$ cat src/design/etfr_pkg.sv
// ----------------------------------------------------------------------------
// etfr_pkg
// Types and constants shared by the frame receiver modules, and the front's CRC-8 step.
// ----------------------------------------------------------------------------
package etfr_pkg;

  localparam int unsigned PAYLOAD_BYTES     = 9;
  localparam int unsigned POS_W             = 4;
  localparam logic [7:0]  CRC_POLY          = 8'h07;
  localparam logic [23:0] GAP_LIMIT_RESET   = 24'd3000;
  localparam int unsigned QUEUE_DEPTH_DFLT  = 2;

  typedef struct packed {
    logic [7:0]  data_byte;
    logic [31:0] time_us;
  } in_item_t;

  typedef struct packed {
    logic        crc_ok;
    logic [7:0]  temperature;
    logic [19:0] bus_voltage;
    logic [19:0] motor_current;
    logic [15:0] charge_mah;
    logic [22:0] erpm;
  } out_item_t;

  // A completed frame as the front hands it to the back: raw big-endian pairs.
  typedef struct packed {
    logic        crc_ok;
    logic [7:0]  temperature;
    logic [15:0] voltage_raw;
    logic [15:0] current_raw;
    logic [15:0] charge_raw;
    logic [15:0] erpm_raw;
  } frame_t;

  typedef struct packed {
    logic full;
    logic empty;
  } q_status_t;

  // One byte of CRC-8, MSB first, no reflection.
  function automatic logic [7:0] crc8_step(input logic [7:0] acc, input logic [7:0] b);
    logic [7:0] v;
    v = acc ^ b;
    for (int k = 0; k < 8; k++) begin
      v = v[7] ? ((v << 1) ^ CRC_POLY) : (v << 1);
    end
    return v;
  endfunction

endpackage

$ cat src/design/etfr_front.sv
// ----------------------------------------------------------------------------
// etfr_front
// Frame tracking: gap detection, byte position, running CRC and byte store.
// ----------------------------------------------------------------------------
module etfr_front import etfr_pkg::*; (
  input  logic        clk,
  input  logic        rst_n,
  input  logic        in_accept,
  input  in_item_t    in_data,
  input  logic [23:0] gap_limit,
  output logic        q_push,
  output frame_t      q_data
);

  logic                 seen_r, seen_nxt;
  logic [31:0]          prev_time_r, prev_time_nxt;
  logic [POS_W-1:0]     pos_r, pos_nxt;
  logic [7:0]           crc_r, crc_nxt;
  logic [7:0]           store_r [PAYLOAD_BYTES];

  logic [31:0]          gap;
  logic                 restart;
  logic [POS_W-1:0]     pos_eff;
  logic [7:0]           crc_eff;
  logic                 last_byte;

  assign gap       = in_data.time_us - prev_time_r;
  assign restart   = !seen_r || (gap > {8'd0, gap_limit});
  assign pos_eff   = restart ? '0 : pos_r;
  assign crc_eff   = restart ? '0 : crc_r;
  assign last_byte = (pos_eff == POS_W'(PAYLOAD_BYTES));

  always_comb begin
    seen_nxt      = seen_r;
    prev_time_nxt = prev_time_r;
    pos_nxt       = pos_r;
    crc_nxt       = crc_r;
    if (in_accept) begin
      seen_nxt      = 1'b1;
      prev_time_nxt = in_data.time_us;
      if (last_byte) begin
        pos_nxt = '0;
        crc_nxt = '0;
      end else begin
        pos_nxt = pos_eff + POS_W'(1);
        crc_nxt = crc8_step(crc_eff, in_data.data_byte);
      end
    end
  end

  always_ff @(posedge clk) begin
    if (!rst_n) begin
      seen_r      <= 1'b0;
      prev_time_r <= '0;
      pos_r       <= '0;
      crc_r       <= '0;
    end else begin
      seen_r      <= seen_nxt;
      prev_time_r <= prev_time_nxt;
      pos_r       <= pos_nxt;
      crc_r       <= crc_nxt;
    end
  end

  always_ff @(posedge clk) begin
    for (int i = 0; i < PAYLOAD_BYTES; i++) begin
      if (in_accept && !last_byte && pos_eff == POS_W'(i)) begin
        store_r[i] <= in_data.data_byte;
      end
    end
  end

  assign q_push             = in_accept && last_byte;
  assign q_data.crc_ok      = (crc_eff == in_data.data_byte);
  assign q_data.temperature = store_r[0];
  assign q_data.voltage_raw = {store_r[1], store_r[2]};
  assign q_data.current_raw = {store_r[3], store_r[4]};
  assign q_data.charge_raw  = {store_r[5], store_r[6]};
  assign q_data.erpm_raw    = {store_r[7], store_r[8]};

endmodule

$ cat src/design/etfr_fifo.sv
// ----------------------------------------------------------------------------
// etfr_fifo
// Short queue of completed frames between the front and the back.
// ----------------------------------------------------------------------------
module etfr_fifo import etfr_pkg::*; #(
  parameter int unsigned DEPTH = QUEUE_DEPTH_DFLT
) (
  input  logic      clk,
  input  logic      rst_n,
  input  logic      push,
  input  frame_t    push_data,
  input  logic      pop,
  output frame_t    head,
  output q_status_t status
);

  localparam int unsigned PTR_W = (DEPTH > 1) ? $clog2(DEPTH) : 1;
  localparam int unsigned CNT_W = $clog2(DEPTH + 1);

  frame_t             entries_r [DEPTH];
  logic [PTR_W-1:0]   wr_ptr_r, wr_ptr_nxt;
  logic [PTR_W-1:0]   rd_ptr_r, rd_ptr_nxt;
  logic [CNT_W-1:0]   count_r, count_nxt;
  logic               push_en, pop_en;

  assign status.full  = (count_r == CNT_W'(DEPTH));
  assign status.empty = (count_r == '0);
  assign push_en      = push && !status.full;
  assign pop_en       = pop && !status.empty;
  assign head         = entries_r[rd_ptr_r];

  always_comb begin
    wr_ptr_nxt = wr_ptr_r;
    rd_ptr_nxt = rd_ptr_r;
    count_nxt  = count_r;
    if (push_en) begin
      wr_ptr_nxt = (wr_ptr_r == PTR_W'(DEPTH - 1)) ? '0 : wr_ptr_r + PTR_W'(1);
    end
    if (pop_en) begin
      rd_ptr_nxt = (rd_ptr_r == PTR_W'(DEPTH - 1)) ? '0 : rd_ptr_r + PTR_W'(1);
    end
    if (push_en && !pop_en) begin
      count_nxt = count_r + CNT_W'(1);
    end else if (pop_en && !push_en) begin
      count_nxt = count_r - CNT_W'(1);
    end
  end

  always_ff @(posedge clk) begin
    if (!rst_n) begin
      wr_ptr_r <= '0;
      rd_ptr_r <= '0;
      count_r  <= '0;
    end else begin
      wr_ptr_r <= wr_ptr_nxt;
      rd_ptr_r <= rd_ptr_nxt;
      count_r  <= count_nxt;
    end
  end

  always_ff @(posedge clk) begin
    if (push_en) begin
      entries_r[wr_ptr_r] <= push_data;
    end
  end

endmodule

$ cat src/design/etfr_back.sv
// ----------------------------------------------------------------------------
// etfr_back
// Field scaling and the result output register.
// ----------------------------------------------------------------------------
module etfr_back import etfr_pkg::*; (
  input  logic      clk,
  input  logic      rst_n,
  input  logic      q_empty,
  input  frame_t    q_head,
  output logic      q_pop,
  input  logic      out_pop,
  output logic      out_empty,
  output out_item_t out_data
);

  logic      out_valid_r, out_valid_nxt;
  out_item_t out_data_r, out_data_nxt;
  logic      load;

  // Constant multiplies are written as shift-and-add.
  function automatic logic [19:0] times_ten(input logic [15:0] x);
    return ({4'd0, x} << 3) + ({4'd0, x} << 1);
  endfunction

  function automatic logic [22:0] times_hundred(input logic [15:0] x);
    return ({7'd0, x} << 6) + ({7'd0, x} << 5) + ({7'd0, x} << 2);
  endfunction

  assign load  = !q_empty && (!out_valid_r || out_pop);
  assign q_pop = load;

  always_comb begin
    out_valid_nxt = out_valid_r;
    if (load) begin
      out_valid_nxt = 1'b1;
    end else if (out_pop) begin
      out_valid_nxt = 1'b0;
    end
  end

  always_comb begin
    out_data_nxt = '0;
    out_data_nxt.crc_ok = q_head.crc_ok;
    if (q_head.crc_ok) begin
      out_data_nxt.temperature   = q_head.temperature;
      out_data_nxt.bus_voltage   = times_ten(q_head.voltage_raw);
      out_data_nxt.motor_current = times_ten(q_head.current_raw);
      out_data_nxt.charge_mah    = q_head.charge_raw;
      out_data_nxt.erpm          = times_hundred(q_head.erpm_raw);
    end
  end

  always_ff @(posedge clk) begin
    if (!rst_n) begin
      out_valid_r <= 1'b0;
    end else begin
      out_valid_r <= out_valid_nxt;
    end
  end

  always_ff @(posedge clk) begin
    if (load) begin
      out_data_r <= out_data_nxt;
    end
  end

  assign out_empty = !out_valid_r;
  assign out_data  = out_data_r;

endmodule

$ cat src/design/esc_telemetry_frame_receiver_core.sv
// ----------------------------------------------------------------------------
// esc_telemetry_frame_receiver_core
// Ten-byte telemetry frame receiver with CRC-8 check and field decode.
// ----------------------------------------------------------------------------
// The block takes one received byte with its microsecond timestamp per clock
// and never stalls a byte unless the frame queue is full. A frame starts on
// the first byte after reset or when the wrapping time since the previous
// byte is strictly larger than the gap limit. Bytes 0 to 8 are stored and
// folded into a CRC-8 (polynomial 0x07, initial zero, MSB first); the tenth
// byte is compared with that CRC and closes the frame. When its tenth
// request is taken, the closed frame is written into the queue, and from
// there it is loaded into the output register once that is free. Each
// result carries crc_ok and the decoded fields; when the CRC does not match,
// all fields read zero. Results drain at one per cycle while out_pop is
// held high, and QUEUE_DEPTH sets how many finished frames may wait behind
// the output register before full rises. The gap limit resets to 3000 and
// may be rewritten while idle; the configuration channel is always ready.
// ----------------------------------------------------------------------------
module esc_telemetry_frame_receiver_core import etfr_pkg::*; #(
  parameter int unsigned QUEUE_DEPTH = QUEUE_DEPTH_DFLT
) (
  input  logic        clk,
  input  logic        rst_n,
  // Input byte channel.
  input  logic        in_push,
  output logic        in_full,
  input  in_item_t    in_data,
  // Result channel.
  output logic        out_empty,
  input  logic        out_pop,
  output out_item_t   out_data,
  // Gap limit write channel.
  input  logic        cfg_valid,
  output logic        cfg_ready,
  input  logic [23:0] cfg_data
);

  logic [23:0] gap_limit_r, gap_limit_nxt;
  logic        in_accept;
  logic        q_push;
  logic        q_pop;
  frame_t      q_in;
  frame_t      q_head;
  q_status_t   q_status;

  // The gap limit write is a single register, so it is always ready.
  assign cfg_ready     = 1'b1;
  assign gap_limit_nxt = (cfg_valid && cfg_ready) ? cfg_data : gap_limit_r;

  always_ff @(posedge clk) begin
    if (!rst_n) begin
      gap_limit_r <= GAP_LIMIT_RESET;
    end else begin
      gap_limit_r <= gap_limit_nxt;
    end
  end

  // Only the tenth byte of a frame writes the queue, but full is kept
  // independent of the payload so the handshake never looks at data.
  assign in_full   = q_status.full;
  assign in_accept = in_push && !in_full;

  etfr_front u_front (
    .clk       (clk),
    .rst_n     (rst_n),
    .in_accept (in_accept),
    .in_data   (in_data),
    .gap_limit (gap_limit_r),
    .q_push    (q_push),
    .q_data    (q_in)
  );

  etfr_fifo #(
    .DEPTH (QUEUE_DEPTH)
  ) u_fifo (
    .clk       (clk),
    .rst_n     (rst_n),
    .push      (q_push),
    .push_data (q_in),
    .pop       (q_pop),
    .head      (q_head),
    .status    (q_status)
  );

  etfr_back u_back (
    .clk       (clk),
    .rst_n     (rst_n),
    .q_empty   (q_status.empty),
    .q_head    (q_head),
    .q_pop     (q_pop),
    .out_pop   (out_pop),
    .out_empty (out_empty),
    .out_data  (out_data)
  );

endmodule

$ cat config.mk
export PLATFORM = sky130hd
export DESIGN_NAME = esc_telemetry_frame_receiver_core
export DESIGN_NICKNAME = d
export VERILOG_FILES = /design/src/design/etfr_pkg.sv /design/src/design/etfr_front.sv /design/src/design/etfr_fifo.sv /design/src/design/etfr_back.sv /design/src/design/esc_telemetry_frame_receiver_core.sv
export SDC_FILE = /design/constraint.sdc
export NUM_CORES = 1
export LEC_CHECK = 0
export BUFFER_PORTS_ARGS = -buffer_cell sky130_fd_sc_hd__buf_2
export CORE_UTILIZATION = 60
export DETAILED_ROUTE_END_ITERATION = 16
export PLACE_DENSITY_LB_ADDON = 0.12
export SLEW_MARGIN = 0
export SYNTH_ARGS = -nofsm -noshare
export SYNTH_HDL_FRONTEND = slang
export SYNTH_SLANG_ARGS = --single-unit
$ cat constraint.sdc
create_clock -name clk -period 18.4 [get_ports clk]
set_input_delay 1.84 -clock clk [delete_from_list [all_inputs] [get_ports clk]]
set_output_delay 1.84 -clock clk [all_outputs]
set_load 0.005 [all_outputs]
# Word level (Yosys, flattened, before mapping)
# Memory sizes are Yosys's and may differ from the RTL's. A register that Yosys moved wholly into a read port is not among the register bits.
# Cells that the tools add are included.
[totals] reg_bits=162 latch_bits=0 ramBits=218 rom_bits=0 inputBits=69 output_inout_bits=91 elab_cells=150 mem_count=2
[op_classes] add_sub_neg=10 multipliers=0 div_mod_pow=0 magnitude_cmp=1 n_eq_ne=11 shift=0 n_mux=64 n_bitwise=9 n_reduce_logical=38
[memory_table] memory="u_fifo.entries_r" words=2 width=73 read_ports=1 rd_ports_with_merged_regs=1 wr=1 line="etfr_fifo.sv:20" rtl="frame_t entries_r [DEPTH];"
[memory_table] memory="u_front.store_r" words=9 width=8 read_ports=9 rd_ports_with_merged_regs=0 wr=1 line="etfr_front.sv:19" rtl="logic [7:0] store_r [PAYLOAD_BYTES];"
[ops] cell="$mux 8" count=10
[ops] cell="$reduce_or 8->1" count=8
[ops] cell="$add 19x17->20" count=2
[ops] cell="$mux 4" count=10
[ops] cell="$mux 1" count=34
[ops] cell="$gt 32x24->1" count=1
[ops] cell="$sub 32x32->32" count=1
[ops] cell="$mux 3" count=8
[ops] cell="$not 3->3" count=8
[ops] cell="$add 22x21->23" count=1
[ops] cell="$add 23x18->23" count=1
[ops] cell="$logic_and 1x1->1" count=17
[ops] cell="$eq 4x3->1 const B" count=4
[ops] cell="$eq 4x2->1 const B" count=2
[ops] cell="$eq 4x4->1 const B" count=2
[ops] cell="$eq 8x8->1" count=1
[ops] cell="$xor 8x8->8" count=1
[ops] cell="$logic_not 1->1" count=7
[ops] cell="$add 4x1->4 const B" count=1
[ops] cell="$eq 4x1->1 const B" count=1
[ops] cell="$logic_not 4->1" count=1
[ops] cell="$mux 2" count=2
[ops] cell="$reduce_bool 2->1" count=2
[ops] cell="$add 1x1->1 const B" count=2
[ops] cell="5 further kinds" count=6

# Logic depth before layout (Yosys ltp)
# Gate-level depths: netlist of run 1.
[depth] depth_word=22 ltp_mapped=30 mapped_depth_nobuf=29

# Cells and area by module
# Synthesis of run 1 repeated with hierarchy kept, for this count alone.
[unflattened] cells_unflattened=1551 hier_area_um2=19147.1
[by_module_without_submodules] mod="etfr_front" n_inst=1 cells_each=741 area_per_inst_um2=7323.3
[by_module_without_submodules] mod="etfr_fifo" n_inst=1 cells_each=252 area_per_inst_um2=5524.0
[by_module_without_submodules] mod="etfr_back" n_inst=1 cells_each=478 area_per_inst_um2=5370.2
[by_module_without_submodules] mod="esc_telemetry_frame_receiver_core" n_inst=1 cells_each=80 area_per_inst_um2=929.6

# Worst setup path after synthesis of run 1
# OpenSTA, ideal clock, no wires.
[synth_timing] kind="input to register" startpoint="input port in_data[2] in the netlist's numbering" endpoint="memory u_fifo.entries_r[0][0] in the netlist's numbering, enable pin" arrival_time_ps=13198 required_ps=17714 path_slack_ps=4515 path_stages=22 path_cell_list="ha_1 -> o21ai_0 -> a21oi_1 -> o31a_1 -> o21ai_0 -> nand2b_1 -> a31o_2 -> a21o_1 -> a21oi_1 -> o21ai_0 -> xor2_1 -> ha_1 -> nand4_1 -> or4b_1 -> nor2_1 -> nor4_1 -> or4_1 -> nor4_1 -> nand4b_1 -> or3_1 -> clkbuf_1 -> nor4_1"
[synth_via] elab_chain_len=9
[synth_rtl] item="start: declaration" line="esc_telemetry_frame_receiver_core.sv:27" rtl="input in_item_t in_data,"
[synth_rtl] item="$sub 32x32->32" line="etfr_front.sv:27" rtl="assign gap = in_data.time_us - prev_time_r;"
[synth_rtl] item="$gt 32x24->1" line="etfr_front.sv:28" rtl="assign restart = !seen_r || (gap > {8'd0, gap_limit});"
[synth_rtl] item="$logic_or 1x1->1" line="etfr_front.sv:28"
[synth_rtl] item="$mux 4" line="etfr_front.sv:29" rtl="assign pos_eff = restart ? '0 : pos_r;"
[synth_rtl] item="$eq 4x4->1" line="etfr_front.sv:31" rtl="assign last_byte = (pos_eff == POS_W'(PAYLOAD_BYTES));"
[synth_rtl] item="$logic_and 1x1->1" line="etfr_front.sv:73" rtl="assign q_push = in_accept && last_byte;"
[synth_rtl] item="$logic_and 1x1->1" line="etfr_fifo.sv:28" rtl="assign push_en = push && !status.full;"
[synth_rtl] item="$mux 1" line="etfr_fifo.sv:62" rtl="if (push_en) begin"
[synth_rtl] item="$mux 1 (not written as such)" line="etfr_fifo.sv:63" rtl="entries_r[wr_ptr_r] <= push_data;"
[synth_rtl] item="end: declaration" line="etfr_fifo.sv:20"
# Every way passes these cells.

# Worst setup path after layout of run 1
[layout_timing] startpoint="input port in_data[2] in the netlist's numbering" endpoint="register u_front.crc_r[3]"
[layout_via] elab_chain_len=11 word_cells_on_any_way=15 classes_between="add/sub: 1; order compare: 1; eq/ne: 1; mux: 7; bitwise: 4; reduce/logical: 1"
[layout_rtl] item="$sub 32x32->32 *" line="etfr_front.sv:27"
[layout_rtl] item="$gt 32x24->1 *" line="etfr_front.sv:28"
[layout_rtl] item="$logic_or 1x1->1 *" line="etfr_front.sv:28"
[layout_rtl] item="$mux 8" line="etfr_front.sv:30" rtl="assign crc_eff = restart ? '0 : crc_r;"
[layout_rtl] item="$xor 8x8->8" line="etfr_pkg.sv:45" rtl="v = acc ^ b;"
[layout_rtl] item="$mux 3" line="etfr_pkg.sv:47" rtl="v = v[7] ? ((v << 1) ^ CRC_POLY) : (v << 1);"
[layout_rtl] item="$not 3->3 (no source line)"
[layout_rtl] item="$mux 3" line="etfr_pkg.sv:47"
[layout_rtl] item="$not 3->3 (no source line)"
[layout_rtl] item="$mux 3" line="etfr_pkg.sv:47"
[layout_rtl] item="$mux 8 *" line="etfr_front.sv:41" rtl="if (last_byte) begin"
[layout_rtl] item="end signal: assignment" line="etfr_front.sv:61" rtl="crc_r <= crc_nxt;"
[layout_rtl] item="end: declaration" line="etfr_front.sv:18" rtl="logic [7:0] crc_r, crc_nxt;"
# Every way passes the cells marked *; elsewhere a longest branch is shown, timed or not.
# A chain may end at the register's enable or synchronous reset.

==> metrics.md, run 1 <==
| Metric | Value |
|---|---|
| Setup Slack @ Placement | 9825 ps |
| Clock skew | 15.87 ps |
| CTS tree | done |
| Placed Instance Area | 0.01963 sq mm |
| RSZ-0062 raised after global routing | false |
| Fin crit share | 43.90% |
| Resized Gates After CTS | 0 |
| Placed insts | 2,044 |
| Top FF cell, synth | edfxtp_1 |
| Final Cell Area | 0.02091 sq mm |
| CORE AREA | 0.02995 sq mm |
| Number of iterations in the first detailed-routing pass | 5 |
| Worst Hold Class | reg -> reg |
| Crit. End Element | register |
| Slew Limit Fails | 0 |
| Layout Area Growth over Synthesis | 13.34% |
| Via count of the routed design | 12,030 |
| Setup-failing EPs final | 0 |
| Endpoints failing hold | 0 |
| Antenna Violating Nets Remaining | 0 |
| Ys Warns | 0 |
| FF-to-FF setup slack | 11,390 ps |
| Final nets | 1,887 |
| Synth async-reset ratio | 0% |
| Slew headroom | 24.64% |
| Yosys reg bits | 377 |
| Largest net degree at the start of global routing | 86 |
| Final Non-Filler Cells | 2,113 |
| Ports | 160 |
| WHS | 439.0 ps |
| Drt first-iter violations | 614 |
| Data required, critical path | 18,870 ps |
| Max incr delay on CP | 570 ps |
| Total GRT Usage | 23.87% |
| Crit Path Category | in -> reg |
| Hold Buf Count CTS | 0 |
| Clk buf depth | 3 |
| Final WS setup | 10,320 ps |
| DR WL/cell | 17.43 microns |
| DIE AREA | 0.03145 sq mm |
| Fmax achieved | 123.8 MHz |
| Min Tclk post-route | 8077 ps |
| P per Cell Area | 126.9 mW/mm^2 |
| TritonCTS Buffers | 39 |
| Most common cell after layout, fill and taps aside | edfxtp_1 |
| Status | finished, final reports clean |
| P_leak | 7.855 nW |
| Clock sinks | 377 |
| Drt drc | 0 |
| Top area cells in the synthesized netlist | edfxtp_1 49%, dfxtp_1 8.1%, ha_1 7.3% |
| Initial Util | 61.59% |
| Clk_lat worst skew | 530 ps |
| Critical Path AT | 8540 ps |
| GRT Residual Overflow | 0 |
| Library cells used by synthesis | 70 |
| Layout cells sized above 1 | 16.60% |
| Die height | 177.3 microns |
| CTS clock-pin slew for the worst setup and hold paths | 60 ps |
| H-tree depth | 2 |
| CTS root buf | clkbuf_16 |
| Cells after Synth | 1,537 |
| Vias in the first global route | 11,650 |
| Die span in x | 177.3 microns |
| Top cell type's share of synthesized area | 49.16% |
| Post-Syn Area | 0.01845 sq mm |
| First-pass GRT wire length | 58.62 mm |
| Routed WL | 36.84 mm |
| Antenna cells | 0 |
| VDD IR max | 77.63 uV |
| Row count | 63 |
| Initial antenna violation count | 0 |
| Crit path max fanout | 25 |
| Placer Congestion | 0.9109 |
| Most frequent cells in the layout | 302 x edfxtp_1, 154 x buf_2, 136 x nand2_1 |
| Final TNS setup | 0 ps |
| Maxcap violations | 0 |
| Seq/Total Area, Yosys | 57.30% |
| Critical path launch point type | input pin |
| Synth area leader | edfxtp_1 |
| Via density | 5.694 |
| Hpwl dp | 24.64 mm |
| Syn Area/Cell | 12.00 sq um |
| Least-Margin Pin Slew | 1130 ps |
| Post-synth EDFFs | 302 |
| Critical-path top delay cell | or4b_1 |
| Setup repair bufs after CTS | 0 |
| Input/output buffers | 154 |
==> per-layer routing <==
metal | part of all wire (%) | global-route usage, %
met4 | 2.7 | 8.511
met2 | 51 | 43.00
met3 | 4.5 | 3.556
met5 | 0 | 0
met1 | 42 | 28.99
==> flip-flops by register name (all words and copies together) (netlist names), named ones only <==
register             count
u_fifo.entries_r       146
u_back.out_data         84
u_front.seen_r           1
u_fifo.wr_ptr_r          1
u_fifo.count_r           2
u_front.crc_r            8
u_front.store_r         72
u_front.pos_r            4
u_front.prev_time_r     32
u_back.out_valid_r       1
u_fifo.rd_ptr_r          1
gap_limit_r             24
==> worst paths after layout <==
| path | start | end | cells past startpoint |
|---|---|---|---|
| hold / removal | u_front.store_r[0][63] | u_fifo.entries_r[1][15] | 0 |
| setup / recovery | in_data[2] | u_front.crc_r[3] | 30 |
| hold reg to reg | u_front.store_r[0][63] | u_fifo.entries_r[1][15] | 0 |
| setup reg to reg | u_front.prev_time_r[2] | u_front.crc_r[3] | 30 |
==> layout make-up <==
| class | count | area [sq um] |
|---|---|---|
| multi-input cells | 1001 | 7273 |
| repair buffers | 172 | 905.9 |
| clock buffers | 46 | 1023 |
| well taps | 390 | 488.0 |
| clock inverters | 23 | 254.0 |
| fillers | 2195 | 9045 |
| flip-flops and latches | 377 | 10570 |
| inverters | 104 | 390.4 |
==> kinds of logic (layout without fill, tap and decap cells) <==
family                   after synthesis  in the layout  share of synthesized area (%)
AO/OA/AOI/OAI                        277            277                          9.848
XOR/XNOR                              77             77                          3.656
adder cells (fa/ha/maj)              123            123                          8.993
buffers and inverters                162            345                          3.527
flip-flops                           377            377                          57.30
multiplexers                          98             98                          5.602
other                                  2              5                        0.04071
AND/OR/NAND/NOR                      421            421                          11.04
==> report_power, final <==
| group | total, mW | internal, mW | switching [mW] |
|---|---|---|---|
| sequential | 1.13 | 1.08 | 0.0482 |
| clock | 0.784 | 0.469 | 0.316 |
| combinational | 0.740 | 0.321 | 0.419 |
==> Yosys cell counts, types with 5 or more instances <==
library cell	instances
nand4_1	12
nand2b_1	10
ha_1	107
and3_1	8
o21ai_0	61
a21o_1	11
edfxtp_1	302
nor2_1	101
nor3b_1	6
o21a_1	11
mux2_2	42
fa_1	16
o31ai_1	5
buf_1	9
xnor2_1	44
nand2_1	137
inv_1	104
dfxtp_1	75
o211ai_1	14
nor3_1	41
a21boi_0	41
nor2b_1	28
mux2i_1	56
a211oi_1	16
clkbuf_1	37
nor4_1	16
xor2_1	33
buf_4	6
a31oi_1	7
or3_1	10
a21oi_1	69
nand3_1	18
and2_1	16
==> through the flow <==
step,power (mW),util [%]
6_report,2.653,69.80
5_1_grt,2.813,69.80
4_1_cts,2.675,69.80
3_5_place_dp,1.886,65.54
3_3_place_gp,1.864,65.54
2_1_floorplan,1.662,-
==> critical path, delay by kind of cell <==
kind	cells	cell delay [ps]
adder cells (fa/ha/maj)	3	970
multiplexers	1	150
AND/OR/NAND/NOR	8	2000
buffers and inverters	2	450
XOR/XNOR	4	710
AO/OA/AOI/OAI	12	2400
Note: power is estimated with default switching activity, not from simulation.
==> inputs of run 2 (changes only) <==
--- a/config.mk
+++ b/config.mk
@@ -6,7 +6,7 @@
 export NUM_CORES = 1
 export LEC_CHECK = 0
 export BUFFER_PORTS_ARGS = -buffer_cell sky130_fd_sc_hd__buf_2
-export CORE_UTILIZATION = 60
+export CORE_UTILIZATION = 54
 export DETAILED_ROUTE_END_ITERATION = 16
 export PLACE_DENSITY_LB_ADDON = 0.12
 export SLEW_MARGIN = 0
==> constraint.sdc (replaced) <==
create_clock -name clk -period 7.2 [get_ports clk]
set_input_delay 0.72 -clock clk [delete_from_list [all_inputs] [get_ports clk]]
set_output_delay 0.72 -clock clk [all_outputs]
set_load 0.005 [all_outputs]
==> run 2 against run 1 <==
  * Total power rose to 2.6 times the previous value
  * Sequential cell count did not move
  * Register-to-register slack got worse by 11000 ps
  * Critical path type is now reg -> reg
==> metrics.md, run 2 (synthesis results as in run 1) <==
| Metric | Value |
|---|---|
| Status | finished, final reports clean |
| Setup Slack @ Placement | 103.5 ps (-9721 ps) |
| Tot Pwr | 6.795 mW (+160%) |
| Crit Path Category | reg -> reg |
| Data required, critical path | 7660 ps (-11,210 ps) |
| Clk buf depth | 3 (unchanged) |
| Hpwl dp | 25.27 mm (+2.5%) |
| Via density | 5.438 (-4.5%) |
| Critical path launch point type | register |
| Initial Util | 55.01% (-6.6 points) |
| Antenna Violating Nets Remaining | 0 (unchanged) |
| Crit. End Element | register |
| Layout Area Growth over Synthesis | 14.58% |
| Maxcap violations | 0 (unchanged) |
| Hold Buf Count CTS | 0 (unchanged) |
| Crit path max fanout | 10 (-60%) |
| P_leak | 7.908 nW (+0.67%) |
| DR WL/cell | 16.99 microns (-2.5%) |
| Total GRT Usage | 21.63% (-2.2 points) |
| Drt first-iter violations | 536 (-13%) |
| Initial antenna violation count | 0 (unchanged) |
| Final Cell Area | 0.02114 sq mm (+1.1%) |
| CTS tree | done |
| Input/output buffers | 154 (unchanged) |
| Min Tclk post-route | 6689 ps |
| Worst Hold Class | in -> reg |
| Die height | 186.8 microns (+5.3%) |
| H-tree depth | 2 (unchanged) |
| CP top delay family | simple AND/OR/NAND/NOR gates |
| Largest net degree at the start of global routing | 77 (-10%) |
| Fin crit share | 92.90% |
| Critical-path top delay cell | or4b_1 |
| Number of iterations in the first detailed-routing pass | 5 (unchanged) |
| First-pass GRT wire length | 60.42 mm (+3.1%) |
| Clk_lat worst skew | 550 ps (+20 ps) |
| Clock sinks | 377 (unchanged) |
| Placer Congestion | 0.9166 (+0.63%) |
| Drt drc | 0 (unchanged) |
| VDD IR max | 202.6 uV (+160%) |
| Vias in the first global route | 12,150 (+4.3%) |
| Least-Margin Pin Slew | 1006 ps (-124.2 ps) |
| CTS clock-pin slew for the worst setup and hold paths | 60 ps (about the same) |
| Final nets | 1,893 (+0.32%) |
| Setup repair bufs after CTS | 0 (unchanged) |
| Ports | 160 (unchanged) |
| Util after Layout | 63.04% (-6.8 points) |
| Most frequent cells in the layout | 302 x edfxtp_1, 154 x buf_2, 136 x nand2_1 |
| DIE AREA | 0.03491 sq mm (+11%) |
| Endpoints failing hold | 0 (unchanged) |
| P per Cell Area | 321.5 mW/mm^2 (+150%) |
| Critical Path AT | 7150 ps (-1390 ps) |
| CTS root buf | clkbuf_16 |
| Fillers | 2,651 (+21%) |
| Clock skew | 15.44 ps (-0.4247 ps) |
| Row count | 67 (+6.3%) |
| Placed Instance Area | 0.01985 sq mm (+1.1%) |
| Fmax achieved | 149.5 MHz |
| CP Buf/Inv Count | 2 (unchanged) |
| Setup-failing EPs final | 0 (unchanged) |
| Max incr delay on CP | 580 ps (about the same) |
| Antenna cells | 0 (unchanged) |
| WHS | 405.6 ps (-33.35 ps) |
| Resized Gates After CTS | 0 (unchanged) |
| Max reg flops | 146 (unchanged) |
| Most common cell after layout, fill and taps aside | edfxtp_1 |
| TritonCTS Buffers | 40 (+2.6%) |
| GRT Residual Overflow | 0 (unchanged) |
| Die span in x | 186.8 microns (+5.3%) |
| Slew Limit Fails | 0 (unchanged) |
| Routed WL | 37.04 mm (+0.54%) |
| Final WS setup | 511.1 ps (-9812 ps) |
| Largest register by flop count | u_fifo.entries_r |
| CORE AREA | 0.03353 sq mm (+12%) |
| Via count of the routed design | 11,860 (-1.5%) |
| RSZ-0062 raised after global routing | false |
| Slew headroom | 32.92% (+8.3 points) |
| Layout cells sized above 1 | 17.44% (+0.84 points) |
-- run 2: cell count changes in the layout (fill, tap and decap cells not counted), sizes merged --
cell / previous run / this run
clkinvlp: 2 / 4
bufinv: 5 / 4
clkinv: 14 / 13
clkbuf: 46 / 50
buf: 172 / 177
-- run 2: where the power goes --
part | switching (mW) | internal, mW
combinational | 1.06 | 0.827
clock | 0.837 | 1.18
sequential | 0.135 | 2.76
total | 2.03 | 4.77
-- run 2: metal layers --
metal | vias to the layer above | global-route usage, % | part of all wire (%) | wire, microns
met2 | 252 | 40.03 | 52 | 19090
met5 | - | 0 | 0 | 0
met4 | 0 | 7.787 | 2.8 | 1052
met3 | 76 | 3.133 | 3.4 | 1277
li1 | 5896 | - | - | -
met1 | 5631 | 25.42 | 42 | 15620
-- run 2: final timing paths --
kind / slack, ps / from / end / depth (start not counted)
worst max-delay path: 510 / u_front.prev_time_r[1] / u_front.crc_r[5] / 30
worst min register to register: 430 / u_front.store_r[0][51] / u_fifo.entries_r[1][19] / 0
worst min-delay path: 410 / cfg_data[3] / gap_limit_r[3] / 3
worst max register to register: 510 / u_front.prev_time_r[1] / u_front.crc_r[5] / 30
-- run 2: worst register-to-register path, delay by kind of cell (launching register included) --
family / cells / cell delay, ps
and+or+nand+nor: 10 / 2410
AOI/OAI and AO/OA: 11 / 2000
adders and majority gates: 3 / 890
xor gates and xnor gates: 3 / 520
buffers and inverters: 2 / 380
DFF: 1 / 310
muxes: 1 / 110
-- run 2: layout make-up --
type,count,area [sq um],share of cell area [%]
Inverter,104,390.4,1.847
Sequential cell,377,10570,50.02
Multi-Input combinational cell,1001,7340,34.72
Clock buffer,50,1039,4.913
Clock inverter,23,254.0,1.202
Tap cell,448,560.5,2.652
Timing Repair Buffer,177,980.9,4.641
-- run 2: metrics by stage --
stage               TNS, ps  instances
floorplan            -74360       1540
global placement          0       2107
detailed placement        0       2107
CTS                       0       2180
global route              0       2180
finish                    0       2180
==> inputs of run 3 (changes only) <==
--- a/config.mk
+++ b/config.mk
@@ -5,7 +5,7 @@
 export SDC_FILE = /design/constraint.sdc
 export NUM_CORES = 1
 export LEC_CHECK = 0
-export BUFFER_PORTS_ARGS = -buffer_cell sky130_fd_sc_hd__buf_2
+export BUFFER_PORTS_ARGS = -buffer_cell sky130_fd_sc_hd__buf_4
 export CORE_UTILIZATION = 54
 export DETAILED_ROUTE_END_ITERATION = 16
 export PLACE_DENSITY_LB_ADDON = 0.12
==> run 3 against run 2 <==
  * Combinational power is 7% higher
  * Worst hold slack worse by 7.3 ps
  * First-iteration DRC count is 20% higher
  * Cell count is 0.18% lower
  * Critical path depth stayed put
==> metrics.md, run 3 (synthesis results as in run 1) <==
| Metric | Value |
|---|---|
| Status | finished, final reports clean |
| Clk buf depth | 3 (unchanged) |
| Critical path launch point type | register |
| Via density | 5.474 (+0.67%) |
| Hpwl dp | 25.08 mm (-0.75%) |
| Clk_lat worst skew | 540 ps (about the same) |
| Max reg flops | 146 (unchanged) |
| Total GRT Usage | 21.30% (-0.33 points) |
| CP Depth | 30 (unchanged) |
| Layout Area Growth over Synthesis | 16.96% |
| RR Endpoint | u_front.crc_r[5] |
| Drt drc | 0 (unchanged) |
| Die span in x | 186.8 microns (unchanged) |
| Final nets | 1,890 (-0.16%) |
| First-pass GRT wire length | 59.64 mm (-1.3%) |
| Via count of the routed design | 11,910 (+0.48%) |
| Setup-failing EPs final | 0 (unchanged) |
| CTS tree | done |
| Placed insts | 2,104 (-0.14%) |
| Routed WL | 36.89 mm (-0.40%) |
| Setup repair bufs after CTS | 0 (unchanged) |
| Slew headroom | 30.02% (-2.9 points) |
| CTS clock-pin slew for the worst setup and hold paths | 60 ps (about the same) |
| Critical Path AT | 6970 ps (-180 ps) |
| Placer Congestion | 0.9144 (-0.24%) |
| Slew Limit Fails | 0 (unchanged) |
| Initial antenna violation count | 0 (unchanged) |
| Most frequent cells in the layout | 302 x edfxtp_1, 172 x buf_4, 136 x nand2_1 |
| Crit. End Element | register |
| CP Capture Point | u_front.crc_r[5] |
| Final Non-Filler Cells | 2,176 (-0.18%) |
| Ports | 160 (unchanged) |
| Hold Buf Count CTS | 0 (unchanged) |
| DIE AREA | 0.03491 sq mm (unchanged) |
| Worst R2R Path Depth | 30 (unchanged) |
| Crit path launch | u_front.prev_time_r[2] |
| Drt first-iter violations | 642 (+20%) |
| Clock sinks | 377 (unchanged) |
| GRT Residual Overflow | 0 (unchanged) |
| Maxcap violations | 0 (unchanged) |
| Crit path max fanout | 11 (+1) |
| Input/output buffers | 154 (unchanged) |
| Crit Path Category | reg -> reg |
| RSZ-0062 raised after global routing | false |
| CTS root buf | clkbuf_16 |
| DR WL/cell | 16.95 microns (-0.22%) |
| Resized Gates After CTS | 0 (unchanged) |
| Critical-path top delay cell | or4b_1 |
| Antenna cells | 0 (unchanged) |
| Max incr delay on CP | 570 ps (about the same) |
| CP Buf/Inv Count | 2 (unchanged) |
| CORE AREA | 0.03353 sq mm (unchanged) |
| VDD IR max | 216.2 uV (+6.7%) |
| TritonCTS Buffers | 40 (unchanged) |
| P_leak | 8.075 nW (+2.1%) |
| Die height | 186.8 microns (unchanged) |
| Vias in the first global route | 11,840 (-2.5%) |
| Min Tclk post-route | 6507 ps (-182.2 ps) |
| Endpoints failing hold | 0 (unchanged) |
| WHS | 398.4 ps (-7.265 ps) |
| Most common cell after layout, fill and taps aside | edfxtp_1 |
| Data required, critical path | 7660 ps (about the same) |
| Antenna Violating Nets Remaining | 0 (unchanged) |
| Least-Margin Pin Slew | 1050 ps (+43.51 ps) |
| Fin crit share | 90.37% (-2.5 points) |
| Largest net degree at the start of global routing | 78 (+1.3%) |
| FF-to-FF setup slack | 690 ps (+180 ps) |
| Number of iterations in the first detailed-routing pass | 5 (unchanged) |
| Worst Hold Class | in -> reg |
| Layout cells sized above 1 | 17.36% (-0.075 points) |
| Largest register by flop count | u_fifo.entries_r |
| Clock skew | 8.259 ps (-7.183 ps) |
| P per Cell Area | 327.1 mW/mm^2 (+1.7%) |
| H-tree depth | 2 (unchanged) |
| Fmax achieved | 153.7 MHz (+2.8%) |
| Initial Util | 55.01% (unchanged) |
| Row count | 67 (unchanged) |
| CP top delay family | simple AND/OR/NAND/NOR gates |
| Final TNS setup | 0 ps (unchanged) |
| Reg2Reg Launch Point | u_front.prev_time_r[2] |
| Fillers | 2,660 (+0.34%) |
[run 3: changes by cell type in the layout (fill, tap and decap cells not counted), moves of 3 or more]
cell        previous run  this run
buf_2                154         0
clkinv_2               7         4
buf_4                 20       172
clkinvlp_4             4         1
clkbuf_1              10         7
[run 3: power breakdown]
| part | switching [mW] | total (mW) | internal (mW) |
|---|---|---|---|
| clock network | 0.842 | 2.13 | 1.29 |
| registers | 0.145 | 2.91 | 2.76 |
| logic | 1.06 | 2.02 | 0.955 |
| total | 2.05 | 7.06 | 5.01 |
[run 3: cell type report]
type                    instances  area, sq um  area share, %
well taps                     448        560.5          2.598
repair buffers                174         1331          6.170
clock inverters                22        301.5          1.398
multi-input cells            1001         7340          34.02
inverters                     104        390.4          1.809
flip-flops and latches        377        10570          49.01
clock buffers                  50         1080          5.004
[run 3: worst reg2reg max path, delay by kind of cell (launching register included)]
family | cells | cell delay, ps
xor gates and xnor gates | 3 | 520
AOI/OAI and AO/OA | 12 | 2050
muxes | 1 | 120
buffers and inverters | 2 | 310
DFF | 1 | 330
adders and majority gates | 3 | 890
and+or+nand+nor | 9 | 2230
[run 3: routing by layer]
layer | part of all wire, % | wire length (microns) | GRT usage (%) | vias up
li1 | - | - | - | 5905
met1 | 43 | 15820 | 25.82 | 5709
met2 | 52 | 19030 | 38.85 | 236
met3 | 3.1 | 1150 | 2.964 | 62
met4 | 2.4 | 894 | 7.188 | 0
met5 | 0 | 0 | 0 | -
[run 3: worst min path at each step]
| stage | start | endpoint | slack (ps) | cells after the start |
|---|---|---|---|---|
| finish | cfg_data[8] | gap_limit_r[8] | 400 | 3 |
| global route | cfg_data[5] | gap_limit_r[5] | 400 | 3 |
| CTS | cfg_data[3] | gap_limit_r[3] | 380 | 3 |
| detailed placement | u_front.store_r[0][35] | u_fifo.entries_r[1][35] | 430 | 0 |
| global placement | u_front.store_r[0][29] | u_fifo.entries_r[0][45] | 420 | 0 |
| floorplan | u_front.store_r[0][64] | u_fifo.entries_r[0][0] | 420 | 0 |
[run 3: through the flow]
stage	setup slack, ps	util (%)	power (mW)	instance area, sq um
2_1_floorplan	-509.3	-	4.256	18550
6_report	693.3	64.35	7.057	21580
4_1_cts	740.6	64.35	7.131	21580
3_5_place_dp	272.3	60.23	4.981	20200
5_1_grt	282.1	64.35	7.469	21580
3_3_place_gp	482.3	60.23	4.941	20200
